[src/hw/rtl/fhip_pkg.sv]
// Package for the forwarded-header address extractor.
// Holds the header text, character codes, phase and status types.
// No dependencies.
package fhip_pkg;

  // Header text "X-Forwarded-For: "
  localparam int unsigned HDR_LEN = 17;

  // Default search window in payload bytes
  localparam int unsigned WINDOW_DEF = 256;

  // Address characters consumed at most
  localparam logic [3:0] MAX_ADDR_CHARS = 4'd15;

  // Character codes
  localparam logic [7:0] CHAR_ZERO = 8'd48;
  localparam logic [7:0] CHAR_NINE = 8'd57;
  localparam logic [7:0] CHAR_DOT  = 8'd46;

  // Field widths
  localparam int unsigned BYTE_W   = 8;
  localparam int unsigned ADDR_W   = 32;
  localparam int unsigned STATUS_W = 2;
  localparam int unsigned OFFS_W   = 8;
  localparam int unsigned CHARS_W  = 4;
  localparam int unsigned OUT_W    = 48;

  typedef enum logic [1:0] {
    PH_SEARCH = 2'd0,
    PH_PARSE  = 2'd1,
    PH_DONE   = 2'd2
  } phase_t;

  typedef enum logic [1:0] {
    ST_PARSED    = 2'd0,
    ST_NOT_FOUND = 2'd1,
    ST_CUT_OFF   = 2'd2
  } status_t;

  // Header character at position idx
  function automatic logic [7:0] hdr_char(input int unsigned idx);
    logic [7:0] c;
    case (idx)
      0:       c = 8'd88;   // X
      1:       c = 8'd45;   // -
      2:       c = 8'd70;   // F
      3:       c = 8'd111;  // o
      4:       c = 8'd114;  // r
      5:       c = 8'd119;  // w
      6:       c = 8'd97;   // a
      7:       c = 8'd114;  // r
      8:       c = 8'd100;  // d
      9:       c = 8'd101;  // e
      10:      c = 8'd100;  // d
      11:      c = 8'd45;   // -
      12:      c = 8'd70;   // F
      13:      c = 8'd111;  // o
      14:      c = 8'd114;  // r
      15:      c = 8'd58;   // :
      16:      c = 8'd32;   // space
      default: c = 8'd0;
    endcase
    return c;
  endfunction

  // Shift a finished octet into the address
  function automatic logic [31:0] fold(input logic [31:0] addr, input logic [7:0] oct);
    return {addr[23:0], oct};
  endfunction

endpackage

[src/hw/rtl/fhip_cell.sv]
// One stage of the header match chain: holds one payload byte,
// hands it to the next stage and compares it to its header character.
// No dependencies.
module fhip_cell (
  input  logic       clk,
  input  logic       shift_en,
  input  logic [7:0] din,
  input  logic [7:0] match_char,
  output logic [7:0] dout,
  output logic       hit
);

  logic [7:0] byte_r;

  // byte storage, moves one place per accepted transaction
  always_ff @(posedge clk) begin
    if (shift_en) begin
      byte_r <= din;
    end
  end

  assign dout = byte_r;
  assign hit  = (byte_r == match_char);

endmodule

[src/hw/rtl/forwarded_header_ip_extractor.sv]
// Scans TCP payload bytes (one per transaction, tlast on the packet's final byte) for the
// first "X-Forwarded-For: " header within the first WINDOW - 1 bytes and parses the dotted IPv4
// address after it. Each packet gives exactly one result transaction: the address (status 0),
// header not found (status 1) or address cut off by the window or the packet end (status 2).
// The block takes one byte per clock cycle: the header is matched by a row of sixteen byte
// cells plus the incoming byte, and the address is built by a small per-byte update. A
// result sits in one output register; while it is stalled by out_tready the input is held
// off, otherwise input and output proceed in the same cycle. out_tvalid is registered and rises
// in the cycle after the byte that settles a packet's result is accepted.
module forwarded_header_ip_extractor #(
  parameter int unsigned WINDOW = fhip_pkg::WINDOW_DEF
) (
  input  logic        clk,
  input  logic        rst_n,
  input  logic        in_tvalid,
  output logic        in_tready,
  input  logic [7:0]  in_tdata,   // [7:0] payload_byte
  input  logic        in_tlast,   // last_byte
  output logic        out_tvalid,
  input  logic        out_tready,
  output logic [47:0] out_tdata   // [31:0] address, [33:32] status, [41:34] address_offset
);

  localparam int unsigned CNT_W  = $clog2(WINDOW + 1);
  localparam int unsigned NCELLS = fhip_pkg::HDR_LEN - 1;

  logic                            out_valid_r;
  logic [fhip_pkg::OUT_W-1:0]      out_data_r;

  // Transaction handshake
  logic in_acc;
  assign in_tready = !out_valid_r || out_tready;
  assign in_acc    = in_tvalid && in_tready;

  // Header match chain
  logic [7:0] chain_d [NCELLS];
  logic [7:0] chain_q [NCELLS];
  logic [NCELLS-1:0] cell_hit;
  logic hdr_match;

  genvar g;
  generate
    for (g = 0; g < NCELLS; g++) begin : g_cell
      if (g == NCELLS - 1) begin : g_tail
        assign chain_d[g] = in_tdata;
      end else begin : g_mid
        assign chain_d[g] = chain_q[g+1];
      end
      fhip_cell u_cell (
        .clk        (clk),
        .shift_en   (in_acc),
        .din        (chain_d[g]),
        .match_char (fhip_pkg::hdr_char(g)),
        .dout       (chain_q[g]),
        .hit        (cell_hit[g])
      );
    end
  endgenerate

  assign hdr_match = (&cell_hit) && (in_tdata == fhip_pkg::hdr_char(NCELLS));

  // Per-packet state
  fhip_pkg::phase_t phase_r, phase_nxt;
  logic [CNT_W-1:0]             count_r, count_nxt;
  logic [7:0]                   octet_r, octet_nxt;
  logic [31:0]                  addr_r, addr_nxt;
  logic [fhip_pkg::CHARS_W-1:0] chars_r, chars_nxt;
  logic [fhip_pkg::OFFS_W-1:0]  start_r, start_nxt;

  // Result of this byte
  logic                         emit;
  logic [31:0]                  emit_addr;
  fhip_pkg::status_t            emit_status;
  logic [fhip_pkg::OFFS_W-1:0]  emit_offs;

  // Parse helpers
  logic                         is_digit, is_dot, ended;
  logic [7:0]                   oct_digit, oct_a;
  logic [31:0]                  addr_a;
  logic [fhip_pkg::CHARS_W-1:0] chars_inc;
  logic [CNT_W-1:0]             idx_inc;

  always_comb begin
    is_digit  = (in_tdata >= fhip_pkg::CHAR_ZERO) && (in_tdata <= fhip_pkg::CHAR_NINE);
    is_dot    = (in_tdata == fhip_pkg::CHAR_DOT);
    oct_digit = {octet_r[4:0], 3'b000} + {octet_r[6:0], 1'b0} + (in_tdata - fhip_pkg::CHAR_ZERO);
    chars_inc = chars_r + 1'b1;
    idx_inc   = count_r + 1'b1;

    // character update: digit accumulates, anything else folds
    if (is_digit) begin
      oct_a  = oct_digit;
      addr_a = addr_r;
    end else begin
      oct_a  = '0;
      addr_a = fhip_pkg::fold(addr_r, octet_r);
    end
    ended = !(is_digit || is_dot);

    phase_nxt   = phase_r;
    count_nxt   = count_r;
    octet_nxt   = octet_r;
    addr_nxt    = addr_r;
    chars_nxt   = chars_r;
    start_nxt   = start_r;
    emit        = 1'b0;
    emit_addr   = '0;
    emit_status = fhip_pkg::ST_PARSED;
    emit_offs   = '0;

    if (count_r < CNT_W'(WINDOW)) begin
      count_nxt = idx_inc;
    end

    case (phase_r)
      fhip_pkg::PH_SEARCH: begin
        if (count_r >= CNT_W'(fhip_pkg::HDR_LEN - 1) && count_r <= CNT_W'(WINDOW - 2)
            && hdr_match) begin
          phase_nxt = fhip_pkg::PH_PARSE;
          start_nxt = idx_inc[fhip_pkg::OFFS_W-1:0];
          octet_nxt = '0;
          addr_nxt  = '0;
          chars_nxt = '0;
          if (in_tlast) begin
            emit        = 1'b1;
            emit_status = fhip_pkg::ST_CUT_OFF;
            emit_offs   = idx_inc[fhip_pkg::OFFS_W-1:0];
          end
        end else if (in_tlast || count_r >= CNT_W'(WINDOW - 2)) begin
          emit        = 1'b1;
          emit_status = fhip_pkg::ST_NOT_FOUND;
        end
      end
      fhip_pkg::PH_PARSE: begin
        chars_nxt = chars_inc;
        octet_nxt = oct_a;
        addr_nxt  = addr_a;
        // length limit folds the octet once more
        if (!ended && chars_inc >= fhip_pkg::MAX_ADDR_CHARS) begin
          addr_nxt = fhip_pkg::fold(addr_a, oct_a);
          ended    = 1'b1;
        end
        if (ended) begin
          emit        = 1'b1;
          emit_addr   = addr_nxt;
          emit_status = fhip_pkg::ST_PARSED;
          emit_offs   = start_r;
        end else if (in_tlast || count_r >= CNT_W'(WINDOW - 1)) begin
          emit        = 1'b1;
          emit_status = fhip_pkg::ST_CUT_OFF;
          emit_offs   = start_r;
        end
      end
      default: begin
      end
    endcase

    // packet end clears per-packet state
    if (in_tlast) begin
      phase_nxt = fhip_pkg::PH_SEARCH;
      count_nxt = '0;
      octet_nxt = '0;
      addr_nxt  = '0;
      chars_nxt = '0;
      start_nxt = '0;
    end else if (emit) begin
      phase_nxt = fhip_pkg::PH_DONE;
    end
  end

  // State registers
  always_ff @(posedge clk) begin
    if (!rst_n) begin
      phase_r <= fhip_pkg::PH_SEARCH;
      count_r <= '0;
      octet_r <= '0;
      addr_r  <= '0;
      chars_r <= '0;
      start_r <= '0;
    end else if (in_acc) begin
      phase_r <= phase_nxt;
      count_r <= count_nxt;
      octet_r <= octet_nxt;
      addr_r  <= addr_nxt;
      chars_r <= chars_nxt;
      start_r <= start_nxt;
    end
  end

  // Output register
  always_ff @(posedge clk) begin
    if (!rst_n) begin
      out_valid_r <= 1'b0;
    end else if (in_acc && emit) begin
      out_valid_r <= 1'b1;
    end else if (out_tready) begin
      out_valid_r <= 1'b0;
    end
  end

  always_ff @(posedge clk) begin
    if (in_acc && emit) begin
      out_data_r <= {6'b000000, emit_offs, emit_status, emit_addr};
    end
  end

  assign out_tvalid = out_valid_r;
  assign out_tdata  = out_data_r;

endmodule

[config.mk]
export PLATFORM = sky130hd
export DESIGN_NAME = forwarded_header_ip_extractor
export DESIGN_NICKNAME = d
export VERILOG_FILES = /design/src/hw/rtl/fhip_pkg.sv /design/src/hw/rtl/fhip_cell.sv /design/src/hw/rtl/forwarded_header_ip_extractor.sv
export SDC_FILE = /design/constraint.sdc
export NUM_CORES = 1
export LEC_CHECK = 0
export BUFFER_PORTS_ARGS = -buffer_cell sky130_fd_sc_hd__buf_2
export CAP_MARGIN = 20
export CORE_MARGIN = 3
export CORE_UTILIZATION = 40
export DETAILED_ROUTE_END_ITERATION = 8
export PLACE_DENSITY = 0.61
export SETUP_SLACK_MARGIN = 0.05
export SYNTH_ARGS = -nofsm -noshare
export SYNTH_HDL_FRONTEND = slang
export SYNTH_SLANG_ARGS = --single-unit
export TNS_END_PERCENT = 20
[constraint.sdc]
create_clock -name clk -period 7.46 [get_ports clk]
set_input_delay 1.492 -clock clk [delete_from_list [all_inputs] [get_ports clk]]
set_output_delay 1.492 -clock clk [all_outputs]
set_load 0.02 [all_outputs]
==> results of run 1 <==
registers in the layout (all words and copies together), names as in the netlist:
register / count
phase_r: 2
start_r: 8
out_tdata: 42
out_tvalid: 1
g_cell.u_cell.dout: 128
chars_r: 4
octet_r: 8
count_r: 9
addr_r: 24
Yosys cell counts (8+ instances only):
| library cell | instances |
|---|---|
| edfxtp_1 | 170 |
| nor2_1 | 73 |
| dfxtp_1 | 56 |
| nand2_1 | 34 |
| inv_1 | 31 |
| clkbuf_1 | 27 |
| nor3_1 | 25 |
| o2bb2ai_1 | 23 |
| o221ai_1 | 19 |
| nand4_1 | 16 |
| a21oi_1 | 15 |
| ha_1 | 15 |
| a22o_1 | 14 |
| xnor2_1 | 14 |
| nand3_1 | 13 |
| o21ai_0 | 13 |
| nor4bb_1 | 11 |
| nor4b_1 | 8 |
routing by layer:
layer	vias to the layer above	GRT usage, %	wire length [um]
met2	190	24.00	8707
met3	33	2.750	1261
met5	-	0	13
li1	2722	-	-
met4	2	4.339	412
met1	2847	21.69	8377
stage by stage:
step           power (mW)  instance area (sq um)  cells  setup slack [ns]  hold slack [ns]
6_report            2.623                  10420   1036             3.290           0.4400
3_5_place_dp        1.582                   9661    992             2.577           0.4275
5_1_grt             2.713                  10420   1036             3.068           0.4511
4_1_cts             2.639                  10350   1033             3.105           0.4405
2_1_floorplan       1.541                   9180    693            0.7874           0.4168
3_3_place_gp        1.577                   9661    992             2.771           0.4250
kinds of logic (layout without fill, tap and decap cells):
logic type,after synthesis,in the layout,share of synthesized area (%)
muxes,1,1,0.1229
adders and majority gates,20,20,3.141
xor gates and xnor gates,15,15,1.434
DFF,226,226,67.96
other,1,6,0.04093
AOI/OAI and AO/OA,127,127,10.63
buffers and inverters,73,136,3.373
and+or+nand+nor,225,225,13.30
layout make-up:
cell class	instances	area (sq um)
sequential	226	6226
tap	280	350.3
timing repair buffer	63	380.4
clock buffer	31	615.6
fill	1920	11740
clock inverter	10	77.57
multi-input combinational	394	2651
inverter	32	122.6
cell usage in the layout, fill, tap and decap left out, types with 19 or more instances in the layout:
master | Yosys | final
inv_1 | 31 | 31
dfxtp_1 | 56 | 56
nor2_1 | 73 | 73
nand2_1 | 34 | 33
clkbuf_16 | 0 | 23
buf_2 | 4 | 56
nor3_1 | 25 | 25
o221ai_1 | 19 | 19
o2bb2ai_1 | 23 | 23
edfxtp_1 | 170 | 170
power by group through the flow:
stage | sequential (mW) | combinational (mW) | clock [mW]
2_1_floorplan | 1.48 | 0.0629 | 0
4_1_cts | 1.45 | 0.105 | 1.08
3_3_place_gp | 1.47 | 0.103 | 0
3_5_place_dp | 1.48 | 0.105 | 0
5_1_grt | 1.46 | 0.122 | 1.14
6_report | 1.45 | 0.111 | 1.06
path summary, 6_finish.rpt:
check                      startpoint                        to  slack, ns  cells after the start
max reg2reg  g_cell[1].u_cell.dout[1]             out_tdata[21]       3.78                      7
max                       in_tdata[3]             out_tdata[21]       3.29                      8
min reg2reg  g_cell[7].u_cell.dout[4]  g_cell[6].u_cell.dout[4]       0.44                      0
min          g_cell[7].u_cell.dout[4]  g_cell[6].u_cell.dout[4]       0.44                      0
==> flow_summary.ini, run 1 <==
[placed_design]
hpwl_um = 12640
io_buffer_count = 56
gp_congestion = 0.8264

[cells_and_area]
fin_nets = 773
post-route-util_pct = 47.04
area_growth_pct = 13.78
drive_gt1_share_pct = 14.55
num_antenna_cells = 0

[routing]
routedWlPerCell_um = 18.12
drtIter0Drc = 612
drcViolationCount = 0
vias = 5794
drt_first_pass_iters = 6
postRouteAntennaNets = 0
vias_per_cell = 5.593
wl_um = 18770

[logic_synthesis]
synth_top_flop_cell = edfxtp_1
yosys.area.top_type = edfxtp_1
yosysSeqAreaShare_pct = 67.96
synth_edf_count = 170
syn_area_sq_um = 9161
ys_ff_latch = 226
synth_cells = 688
ys_types = 63
ys_async_sr_fraction_pct = 0
syn-mean-instance-area_sq_um = 13.32
yosys-top-cells-area = edfxtp_1 (56%), dfxtp_1 (12%), nor2_1 (3.0%)
netlist.area_leader.share_pct = 55.72
synth_warnings = 0

[clock_network]
numCtsBuffers = 23
postCtsSetupRepairBufs = 0
clk_pin_slew_ns = 0.06
clock_latency_ns = 0.51
cts_num_sinks = 226
root_buffer = clkbuf_16
cts_resized = 0
tritoncts = built
ctsHoldBuffers = 0
htreeDepth = 1
ctsLongestPathBuffers = 3

[run_status]
run_status = complete, no violations

[timing]
slew_headroom_pct = 37.58
min_period_ns = 4.170
hold_viol = 0
slew_viol_final = 0
setup_violations = 0
finClkSkew_ns = 0.02997
worst_pin_slew_ns = 0.9329
fin_crit_sh_pct = 55.89
final.setup.tns_ns = 0
fmax_ghz = 0.2398
rsz0062_at_grt = no

[critical_path]
worst_path_largest_cell_delay_ns = 0.73
path_class = in -> reg
worst_setup_path_start_kind = input pin
crit_buf_inv = 2
crit_path_end_kind = flip-flop
crit_family = simple AND/OR/NAND/NOR gates
crit_slowest_cell = or4_1
required_ns = 7.72
crit_chain = buf_2 -> or4b_1 -> nor4_1 -> nand4_1 -> or4_1 -> o211ai_1 -> nand2_2 -> buf_16
cp_max_fo = 25
cp_data_arrival_time_ns = 4.43

[global_routing]
grt_max_degree = 93
grt_overflow = 0
grt_antenna_before_repair = 1
grtUsageTotal_pct = 15.20
grt_pass1_wl_um = 30120
grt_pass1_vias = 5670

[pwr]
ir_drop_uv = 170.5
swShare_pct = 21.25
p_sw_uw = 557.4
p_per_area_nw_per_um2 = 251.6
intPower_mw = 2.066
power_frac_seq_pct = 55.2
leakage_nw = 3.638
p_comb_share_pct = 4.2
power_frac_clock_pct = 40.5

[die]
initial_core_util_pct = 41.34
coreArea_sq_um = 22160
num_io_pins = 63
rows = 54
die_x_um = 157.3
dieHeight_um = 157.3
dieArea_sq_um = 24760

[run]
cap_violations = 0

[min_path]
hp-class = reg -> reg
(Power assumes the default switching activity.)
==> run 2, diff against run 1 <==
--- a/config.mk
+++ b/config.mk
@@ -10,7 +10,7 @@
 export CORE_MARGIN = 3
 export CORE_UTILIZATION = 40
 export DETAILED_ROUTE_END_ITERATION = 8
-export PLACE_DENSITY = 0.61
+export PLACE_DENSITY = 0.63
 export SETUP_SLACK_MARGIN = 0.05
 export SYNTH_ARGS = -nofsm -noshare
 export SYNTH_HDL_FRONTEND = slang
==> constraint.sdc (replaced) <==
create_clock -name clk -period 3.51 [get_ports clk]
set_input_delay 0.702 -clock clk [delete_from_list [all_inputs] [get_ports clk]]
set_output_delay 0.702 -clock clk [all_outputs]
set_load 0.02 [all_outputs]
==> flow_summary.ini, run 2 (synthesized netlist as in run 1, its figures left out) <==
[die]
dieHeight_um = 157.3
initial_core_util_pct = 41.34
rows = 54
num_io_pins = 63
dieArea_sq_um = 24760
coreArea_sq_um = 22160
die_x_um = 157.3

[global_routing]
grt_overflow = 0
grt_max_degree = 131
grt_pass1_wl_um = 30860
grt_pass1_vias = 5715
grtUsageTotal_pct = 15.62
grt_antenna_before_repair = 1

[cells_and_area]
fin_nets = 783
layout_commonest_cell = edfxtp_1
finalNonFillerCells = 1047
area_growth_pct = 15.57
final.fill_count = 1920
num_antenna_cells = 0
post-route-util_pct = 47.78
final_cell_mix = edfxtp_1 (170), nor2_1 (73), buf_2 (57)
drive_gt1_share_pct = 16.04
largest_reg_flops = 128

[critical_path]
crit_chain = or4b_1 -> or4_1 -> a2111o_1 -> or4_1 -> o211ai_1 -> nand2_2 -> buf_12
path_class = reg -> reg
worst_setup_path_start_kind = flip-flop
crit_path_end_kind = flip-flop
critPathMostFrequentCell = or4_1
cp_max_fo = 36
cp_data_arrival_time_ns = 3.50
worst_path_largest_cell_delay_ns = 0.57
crit_slowest_cell = or4_1
required_ns = 3.77

[timing]
worst_pin_slew_ns = 0.8368
fmax_ghz = 0.3083
rsz0062_at_grt = no
slew_viol_final = 0
fin_ws_ns = 0.2667
setup_violations = 0
final.setup.tns_ns = 0
slew_headroom_pct = 44.21
fin_crit_sh_pct = 92.40
finClkSkew_ns = 0.01122
hold_viol = 0
min_period_ns = 3.243

[clock_network]
cts_resized = 0
numCtsBuffers = 23
tritoncts = built
cts_num_sinks = 226
postCtsSetupRepairBufs = 0
ctsHoldBuffers = 0
clk_pin_slew_ns = 0.07
root_buffer = clkbuf_16
ctsLongestPathBuffers = 3
clock_latency_ns = 0.52
htreeDepth = 1

[placed_design]
post-place-cells = 1004
hpwl_um = 13040
place_ws_ns = -0.0007672
gp_congestion = 0.8689
io_buffer_count = 56

[pwr]
p_per_area_nw_per_um2 = 560.2
ir_drop_uv = 455.9
leakage_nw = 3.735

[routing]
drt_first_pass_iters = 5
drcViolationCount = 0
wl_um = 19610
postRouteAntennaNets = 0
vias = 5877
vias_per_cell = 5.613
routedWlPerCell_um = 18.73
drtIter0Drc = 505

[min_path]
hp-class = reg -> reg

[run_status]
run_status = complete, no violations

[run]
cap_violations = 0
## run 2: cell count changes in the layout (fill, tap and decap cells not counted)
cell	before	now
clkbuf_1	7	1
clkinv_4	0	1
clkbuf_8	1	0
inv_16	0	1
clkinv_1	3	7
bufinv_16	1	5
buf_4	4	14
buf_12	0	2
buf_16	2	0
buf_8	1	0
inv_4	1	0
clkinvlp_4	1	0
buf_2	56	57
## run 2: final cells by class
cell class	count	area, sq um	area share [%]
sequential	226	6226	58.80
inverter	32	125.1	1.182
timing repair buffer	73	430.4	4.065
clock inverter	18	225.2	2.127
multi-input combinational	394	2651	25.04
clock buffer	24	579.3	5.471
tap	280	350.3	3.309
## run 2: metal layers
layer	global-route usage (%)	up-vias	wire length [um]
li1	-	2743	-
met1	22.89	2889	8772
met2	24.43	204	9231
met3	2.640	39	1209
met4	3.926	2	386
met5	0	-	13
## run 2: stage by stage
stage          area [sq um]  hold slack, ns  total power [mW]
2_1_floorplan          9188          0.4168             3.268
3_3_place_gp           9778          0.4245             3.362
3_5_place_dp           9778          0.4277             3.372
4_1_cts               10580          0.4206             5.980
5_1_grt               10590          0.4247             6.124
6_report              10590          0.4341             5.931
## run 2: path summary, 6_finish.rpt
path | from | endpoint | slack [ns] | depth (start not counted)
hold reg to reg | g_cell[2].u_cell.dout[2] | g_cell[1].u_cell.dout[2] | 0.43 | 0
setup / recovery | g_cell[2].u_cell.dout[4] | out_tdata[0] | 0.27 | 7
setup reg to reg | g_cell[2].u_cell.dout[4] | out_tdata[0] | 0.27 | 7
hold / removal | g_cell[2].u_cell.dout[2] | g_cell[1].u_cell.dout[2] | 0.43 | 0
## run 2: power by group
group          leakage (nW)  switching [mW]  total, mW  internal [mW]
clock                 0.396            1.04       2.62           1.57
combinational          1.23           0.169      0.236         0.0673
sequential             2.11          0.0611       3.08           3.02
total                  3.73            1.27       5.93           4.66
## run 2: critical path: cells and delay by family, from the launching register on
kind                   cells  cell delay, ns
AOI/OAI and AO/OA          2            0.63
buffers and inverters      1            0.19
DFF                        1            0.47
and+or+nand+nor            4            1.67
==> run 3, diff against run 2 <==
--- a/config.mk
+++ b/config.mk
@@ -10,7 +10,7 @@
 export CORE_MARGIN = 3
 export CORE_UTILIZATION = 40
 export DETAILED_ROUTE_END_ITERATION = 8
-export PLACE_DENSITY = 0.63
+export PLACE_DENSITY = 0.61
 export SETUP_SLACK_MARGIN = 0.05
 export SYNTH_ARGS = -nofsm -noshare
 export SYNTH_HDL_FRONTEND = slang
==> constraint.sdc (replaced) <==
create_clock -name clk -period 3.44 [get_ports clk]
set_input_delay 0.688 -clock clk [delete_from_list [all_inputs] [get_ports clk]]
set_output_delay 0.688 -clock clk [all_outputs]
set_load 0.02 [all_outputs]
==> flow_summary.ini, run 3 (synthesized netlist as in run 1, its figures left out) <==
[run_status]
run_status = complete, no violations

[global_routing]
grt_max_degree = 92
grtUsageTotal_pct = 15.44
grt_antenna_before_repair = 0
grt_pass1_wl_um = 30700
grt_overflow = 0
grt_pass1_vias = 5726

[pwr]
p_per_area_nw_per_um2 = 555.0
ir_drop_uv = 326.9
finalPower_mw = 5.865
leakage_nw = 3.722

[clock_network]
tritoncts = built
clock_latency_ns = 0.52
root_buffer = clkbuf_16
cts_num_sinks = 226
cts_resized = 0
htreeDepth = 1
ctsLongestPathBuffers = 3
numCtsBuffers = 24
postCtsSetupRepairBufs = 0
ctsHoldBuffers = 0
clk_pin_slew_ns = 0.06

[routing]
postRouteAntennaNets = 0
vias_per_cell = 5.479
drt_first_pass_iters = 4
wl_met3_um = 1099
route.met2.wl_um = 8754
wl_um = 19040
drcViolationCount = 0
routedWlPerCell_um = 18.10
highest_layer = met4
vias = 5764
wl_met1_um = 8869
drtIter0Drc = 401

[run]
cap_violations = 0

[critical_path]
crit_path_end_kind = flip-flop
cp_max_fo = 7
path_class = reg -> reg
required_ns = 3.80
worst_setup_path_start_kind = flip-flop
crit_chain = or4b_1 -> or4_1 -> a2111o_1 -> or4_1 -> or3_1 -> o21ai_2
critPathMostFrequentCell = or4_1
cp_data_arrival_time_ns = 3.57
crit_slowest_cell = or4_1
worst_path_largest_cell_delay_ns = 0.55

[timing]
min_period_ns = 3.211
slew_viol_final = 0
whs_ns = 0.4296
slew_headroom_pct = 42.90
finClkSkew_ns = 0.01610
final.setup.tns_ns = 0
setup_violations = 0
worst_pin_slew_ns = 0.8565
fmax_ghz = 0.3114
hold_viol = 0
fin_crit_sh_pct = 93.35
rsz0062_at_grt = no

[die]
coreArea_sq_um = 22160
initial_core_util_pct = 41.34
rows = 54
die_x_um = 157.3
dieHeight_um = 157.3
num_io_pins = 63
dieArea_sq_um = 24760

[cells_and_area]
area_growth_pct = 15.34
fin_nets = 787
num_antenna_cells = 0
largest_reg_flops = 128
finalNonFillerCells = 1052
final_cell_mix = edfxtp_1 (170), nor2_1 (73), dfxtp_1 (56), buf_2 (56), nand2_1 (33)
drive_gt1_share_pct = 15.93
final.fill_count = 1952
layout_commonest_cell = edfxtp_1

[placed_design]
post-place-cells = 1008
gp_congestion = 0.8610
io_buffer_count = 56
hpwl_um = 12710

[min_path]
hp-class = in -> reg
-- run 3: cell count changes in the layout (fill, tap and decap cells not counted), moves of 2 or more --
cell | before | now
bufinv_16 | 5 | 2
clkinv_1 | 7 | 3
clkbuf_1 | 1 | 10
clkinv_2 | 4 | 2
buf_4 | 14 | 18
-- run 3: path summary, 6_finish.rpt --
check / startpoint / to / slack [ns] / cells after the start
setup / recovery: g_cell[2].u_cell.dout[4] / out_tdata[39] / 0.23 / 6
hold / removal: in_tdata[6] / g_cell[15].u_cell.dout[6] / 0.43 / 1
setup reg to reg: g_cell[2].u_cell.dout[4] / out_tdata[39] / 0.23 / 6
hold reg to reg: g_cell[13].u_cell.dout[6] / g_cell[12].u_cell.dout[6] / 0.43 / 0
-- run 3: where the power goes --
| part | switching [mW] | total [mW] | leakage (nW) | internal (mW) |
|---|---|---|---|---|
| combinational | 0.171 | 0.241 | 1.25 | 0.0698 |
| sequential | 0.0605 | 3.14 | 2.11 | 3.08 |
| clock | 1.01 | 2.48 | 0.367 | 1.47 |
-- run 3: final cells by class --
cell class,instances,area [sq um],share of cell area (%)
clock buffers,35,651.9,6.169
multi-input cells,394,2651,25.09
flip-flops and latches,226,6226,58.92
inverters,32,125.1,1.184
repair buffers,76,455.4,4.310
well taps,280,350.3,3.316
clock inverters,9,106.4,1.007
-- run 3: per-layer routing --
layer  track usage (%)  vias up
met5                 0        -
met4             3.802        0
met3             2.805       26
met2             23.63      155
met1             22.96     2839
li1                  -     2744
-- run 3: worst max-delay path, delay by kind of cell (launching register included) --
kind	cells	cell delay (ns)
AO/OA/AOI/OAI	2	0.53
flip-flops	1	0.44
AND/OR/NAND/NOR	4	2.08
-- run 3: per-stage QoR --
stage                     setup slack [ns]  cell area [sq um]  util [%]
after floorplan                     0.1292               9188         -
after global placement              0.1129               9808     44.26
after detailed placement          0.004517               9808     44.26
after CTS                           0.2133              10570     47.68
after global routing               0.06159              10570     47.68
final                               0.2289              10570     47.68
